<file path="src/hw/rtl/assert_macros.svh">
// Assertion macros shared by the RTL of the trie prefix matcher.
// Stand-alone header; a module that asserts includes it by file name.
`ifndef ASSERT_MACROS_SVH
`define ASSERT_MACROS_SVH

// Concurrent assertion on an explicit clock and active-low reset.
`define ASSERT_CLK(lbl, clk, rstn, prop) \
  lbl: assert property (@(posedge clk) disable iff (!(rstn)) (prop)) \
    else $error("assertion failed");

// Concurrent assertion on the usual clk_i and rst_ni of a module.
`define ASSERT_STD(lbl, prop) \
  `ASSERT_CLK(lbl, clk_i, rst_ni, prop)

`endif

</file>
<file path="src/hw/rtl/tpm_ram.sv">
// Generic simple dual-port RAM: one write port, one registered read port.
// Read data holds until the next read. No dependencies.
`default_nettype none

module tpm_ram #(
  parameter int WIDTH = 8,
  parameter int DEPTH = 256
) (
  input  wire logic                     clk_i,
  input  wire logic                     we_i,
  input  wire logic [$clog2(DEPTH)-1:0] waddr_i,
  input  wire logic [WIDTH-1:0]         wdata_i,
  input  wire logic                     re_i,
  input  wire logic [$clog2(DEPTH)-1:0] raddr_i,
  output logic      [WIDTH-1:0]         rdata_o
);

  logic [WIDTH-1:0] mem_q [DEPTH];
  logic [WIDTH-1:0] rdata_q;

  always_ff @(posedge clk_i) begin
    if (we_i) begin
      mem_q[waddr_i] <= wdata_i;
    end
    if (re_i) begin
      rdata_q <= mem_q[raddr_i];
    end
  end

  assign rdata_o = rdata_q;

endmodule

`default_nettype wire

</file>
<file path="config.mk">
export PLATFORM = sky130hd
export DESIGN_NAME = tpm_ram
export DESIGN_NICKNAME = d
export VERILOG_FILES = /design/src/hw/rtl/assert_macros.svh /design/src/hw/rtl/tpm_ram.sv
export SDC_FILE = /design/constraint.sdc
export NUM_CORES = 2
export LEC_CHECK = 0
export ABC_AREA = 0
export ABC_CLOCK_PERIOD_IN_PS = 3300
export BUFFER_PORTS_ARGS = -buffer_cell sky130_fd_sc_hd__buf_2
export CAP_MARGIN = 10
export CORE_UTILIZATION = 40
export DETAILED_ROUTE_END_ITERATION = 16
export HOLD_SLACK_MARGIN = 0.06
export PLACE_DENSITY = 0.6
export SLEW_MARGIN = 40
export SYNTH_ARGS = -nofsm -noshare
export SYNTH_HDL_FRONTEND = slang
export SYNTH_SLANG_ARGS = --single-unit
</file>
<file path="constraint.sdc">
create_clock -name clk_i -period 3.3 [get_ports clk_i]
set_input_delay 0.33 -clock clk_i [delete_from_list [all_inputs] [get_ports clk_i]]
set_output_delay 0.33 -clock clk_i [all_outputs]
set_load 0.03 [all_outputs]
</file>
# After elaboration in Yosys (flattened, before gate mapping)
# Memory sizes are Yosys's and may differ from the RTL's. A register that Yosys moved wholly into a read port is not among the register bits.
# Cells that the tools add are included.
# word_totals
register_bits	0
latch_bits	0
ram_bits	2048
rom_bits	0
in_bits	27
output_inout_bits	8
n_memories	1
# op_classes
addsub	0
multipliers	0
div	0
n_lt_le_gt_ge	0
n_eq_ne	0
n_shift	0
n_mux	2
n_bitwise	0
n_reduce_logical	0
# mem_list
name	words	width	read_ports	rd_clocked_by_memory_dff	write_ports	line_no	rtl
mem_q	256	8	1	1	1	tpm_ram.sv:18	logic [WIDTH-1:0] mem_q [DEPTH];
# ops
operator	count
1-bit two-way mux	2

# Longest topological paths before layout
# depth
depth_word	2
ltp_mapped	11
ltp_nobuf	6

# Worst setup path after synthesis
# Ideal clock, no wire load.
# synth_path
path_type	input to register
start	in raddr_i[0]
end	reg rdata_q[2], in the netlist rdata_o[2] (read register of mem_q) (data pin)
arrival_time_ns	2.137
setup_slack_ns	0.894
path_stages	9
n_path_buf	4
cell_sequence	buf_6 -> buf_12 -> buf_8 -> buf_2 -> mux4_2 -> a22oi_1 -> a21oi_1 -> nor4_1 -> nor4_2
# synth_lines
element	line_no	rtl
from (decl)	tpm_ram.sv:14	input wire logic [$clog2(DEPTH)-1:0] raddr_i,
to (decl)	tpm_ram.sv:19	logic [WIDTH-1:0] rdata_q;

==> metrics.md <==
| Metric | Value |
|---|---|
| Avg WL per Cell | `29.3 microns` |
| 1st-iter DRT viols | `~4100` |
| Post-Place Setup Slack | `-0.793 ns` |
| Cells along the critical path | `mux4_2 > o311ai_0 > o22ai_1 > nor4_1 > buf_4 > nor4_2` |
| Worst Tran Pin Value | `between 0.9 and 1 ns` |
| Num CTS Buffers | `roughly 200` |
| Die height | `around 450 microns` |
| Synth top area share | `just under 80%` |
| Layout cells sized above 1 | `slightly below 30%` |
| Io pins | `35` |
| Critical path type | `reg2reg` |
| Seq/Total Area, Yosys | `between 70 and 80%` |
| Total power | `approximately 54 mW` |
| Die width | `between 400 and 500 microns` |
| Total track usage | `20.6%` |
| Mean Syn Cell Area | `around 21 sq um` |
| Yosys cell types | `54` |
| Cell Area, Placed | `between 0.08 and 0.09 sq mm` |
| Cell area power density | `roughly 600 mW/mm^2` |
| CTS Buffer Depth | `3` |
| Sink Count | `2056` |
| CP max stage cell | `nor4_1` |
| Hold path endpoint | `mem_q[167][5]$_DFFE_PP_` |
| Worst R2R Start | `mem_q[235][6]$_DFFE_PP_` |
| FF+latch count, synth | `2056` |
| Crit share post-route | `98.7%` |
| Final HPWL DP | `roughly 130 mm` |
| Commonest non-fill, non-tap cells in the layout | `edfxtp_1 (2056), buf_4 (455), mux4_2 (454), nor2_1 (273), clkbuf_16 (202)` |
| First-pass GRT wire length | `slightly below 300 mm` |
| Slew Limit Fails | `0` |
| Initial antenna violation count | `12` |
| Hold/Removal Path Class | `in2reg` |
| CP max FO | `2` |
| Via count | `between 40000 and 50000` |
| Grt ovf | `0` |
| Fmax | `between 300 and 400 MHz` |
| R2R cell count | `6` |
| Synth area leaders | `edfxtp_1 (78%), mux4_2 (13%), mux2i_1 (1.7%), nor2_1 (1.3%), a22oi_1 (1.3%)` |
| Pin count of the biggest net entering global routing | `between 100 and 150` |
| Area grow syn2layout | `16.7%` |
| Syn_nets | `3760` |
| Peak supply drop | `0.434 mV` |
| Hold_ws | `between 0.2 and 0.25 ns` |
| Hold depth | `4` |
| Synth area leader | `edfxtp_1` |
| CP required | `between 3 and 4 ns` |
| Post-CTS resize count | `0` |
| Worst-Skew Late Latency | `slightly above 0.8 ns` |
| Starting Density | `40.3%` |
| Global placer's final weighted congestion | `0.852` |
| Nets@finish | `about 4300` |
| H-tree Lvls | `4` |
| Reg2reg end | `rdata_o[6]$_DFFE_PP_` |
| Area of the mapped netlist | `around 0.080 sq mm` |
| PortBufs | `34` |
| Slowest stage delay, CP | `roughly 0.85 ns` |
| Hold path startpoint | `waddr_i[1]` |
| DRC viols | `0` |
| CTS tree | `yes` |
| Most common cell after layout, fill and taps aside | `edfxtp_1` |
| DIE AREA | `0.201 sq mm` |
| Post-synth EDFFs | `between 2000 and 2500` |
| Maxcap violations | `0` |
| Status | `finished, final reports clean` |
| Vias in the first global route | `40100` |
| Final std cells w/o fill | `roughly 7000` |
| Startpoint types | `flip-flop` |
| Clock-pin transition on the worst setup and hold timing paths | `about 0.060 ns` |
| Final wirelength | `between 200 and 250 mm` |
| Placed cells | `6681` |
| Vias per inst | `about 5.7` |
| Row cnt | `around 160` |
| FFs w/ async S/R, synth | `0%` |
| Drt pass-1 iters | `9` |
| Post-route cell area | `0.0929 sq mm` |
| Setup violators final | `0` |
| Static Leak | `between 20 and 30 nW` |
| Core Region | `approximately 0.20 sq mm` |
| Clock skew | `between 0.03 and 0.04 ns` |
| CP arrival | `~3.8 ns` |
| Worst slew margin | `38.0%` |
| Ys flop type | `edfxtp_1` |
| RSZ-0062 raised after global routing | `false` |
| Setup ws final | `between 0.04 and 0.05 ns` |
| Post-synthesis cell count | `between 3000 and 4000` |
| Antenna Nets Post-Route | `0` |
| Critical Path End Type | `flip-flop` |
| R2R Setup Slk | `~0.041 ns` |
| Ys Warns | `0` |
| Final min period | `3.26 ns` |
| Root Buffer | `clkbuf_16` |
| Final Hold Fails | `0` |
## worst max path at each step
stage                                      end  slack, ns  cells past startpoint               startpoint
after floorplan           rdata_o[2]$_DFFE_PP_       0.89                      9               raddr_i[0]
after global routing      rdata_o[6]$_DFFE_PP_       0.07                      9               raddr_i[0]
after CTS                 rdata_o[6]$_DFFE_PP_       0.06                      6  mem_q[235][6]$_DFFE_PP_
final                     rdata_o[6]$_DFFE_PP_       0.04                      6  mem_q[235][6]$_DFFE_PP_
after global placement    rdata_o[6]$_DFFE_PP_      -0.79                      9               raddr_i[0]
after detailed placement  rdata_o[6]$_DFFE_PP_      -0.79                      9               raddr_i[0]
## synthesized netlist by cell type, drive strengths merged (10+ instances only)
library cell,n
a22oi,133
a221oi,14
a21oi,96
nand3,34
o221ai,47
mux4,456
nor2,282
o21ai,12
nor3,22
a211oi,16
nor4,27
nor2b,31
o22ai,28
clkbuf,111
nand4,10
edfxtp,2056
buf,122
nand2,33
mux2i,134
o211ai,10
## sequential cells by signal, summed over array words and instances, names as in the netlist
register  cells
mem_q      2048
rdata_o       8
## cells by family after synthesis
logic type	count (synthesis)	synth area share [%]
and+or+nand+nor	466	2.63
buffers and inverters	235	1.83
DFF	2056	77.5
muxes	591	14.6
AOI/OAI and AO/OA	385	3.42
## critical path: cells and delay by family, from the launching register on
| family | cells | cell delay [ns] |
|---|---|---|
| buffers and inverters | 1 | 0.27 |
| DFF | 1 | 0.36 |
| AOI/OAI and AO/OA | 2 | 0.91 |
| and+or+nand+nor | 2 | 0.90 |
| muxes | 1 | 0.55 |
## through the flow
| stage | TNS, ns | util, % |
|---|---|---|
| final | 0 | 47.0 |
| after global routing | 0 | 47.0 |
| after CTS | 0 | 47.0 |
| after detailed placement | -1.62 | 43.7 |
| after global placement | -1.69 | 43.7 |
| after floorplan | 0 | - |
## layer usage
metal  track usage [%]  routed length, microns  vias to the layer above
li1                  -                       -                    16800
met1              29.4                   85900                    21600
met2              33.0                  100000                     1619
met3              3.25                   15400                      296
met4              5.72                    5640                        2
met5                 0                       7                        -
## final cells by class
cell class / count / area [sq um]
Multi-Input combinational cell: 1442 / 16500
Antenna cell: 5 / 12.5
Clock inverter: 117 / 1220
Tap cell: 2640 / 3300
Sequential cell: 2056 / 61700
Timing Repair Buffer: 552 / 4910
Clock buffer: 245 / 5220
Fill cell: 16200 / 105000
Inverter: 2 / 7.51
## where the power goes
| part | switching [mW] | total, mW | internal, mW |
|---|---|---|---|
| logic | 1.81 | 2.88 | 1.07 |
| registers | 0.0395 | 28.8 | 28.8 |
| clock network | 9.77 | 22.6 | 12.9 |
| total | 11.6 | 54.4 | 42.7 |
## timing repair
item                                   CTS  global route
buffers inserted                         0             0
endpoints found under the hold margin  313            36
hold buffers                             8             1
(Power assumes the default switching activity.)
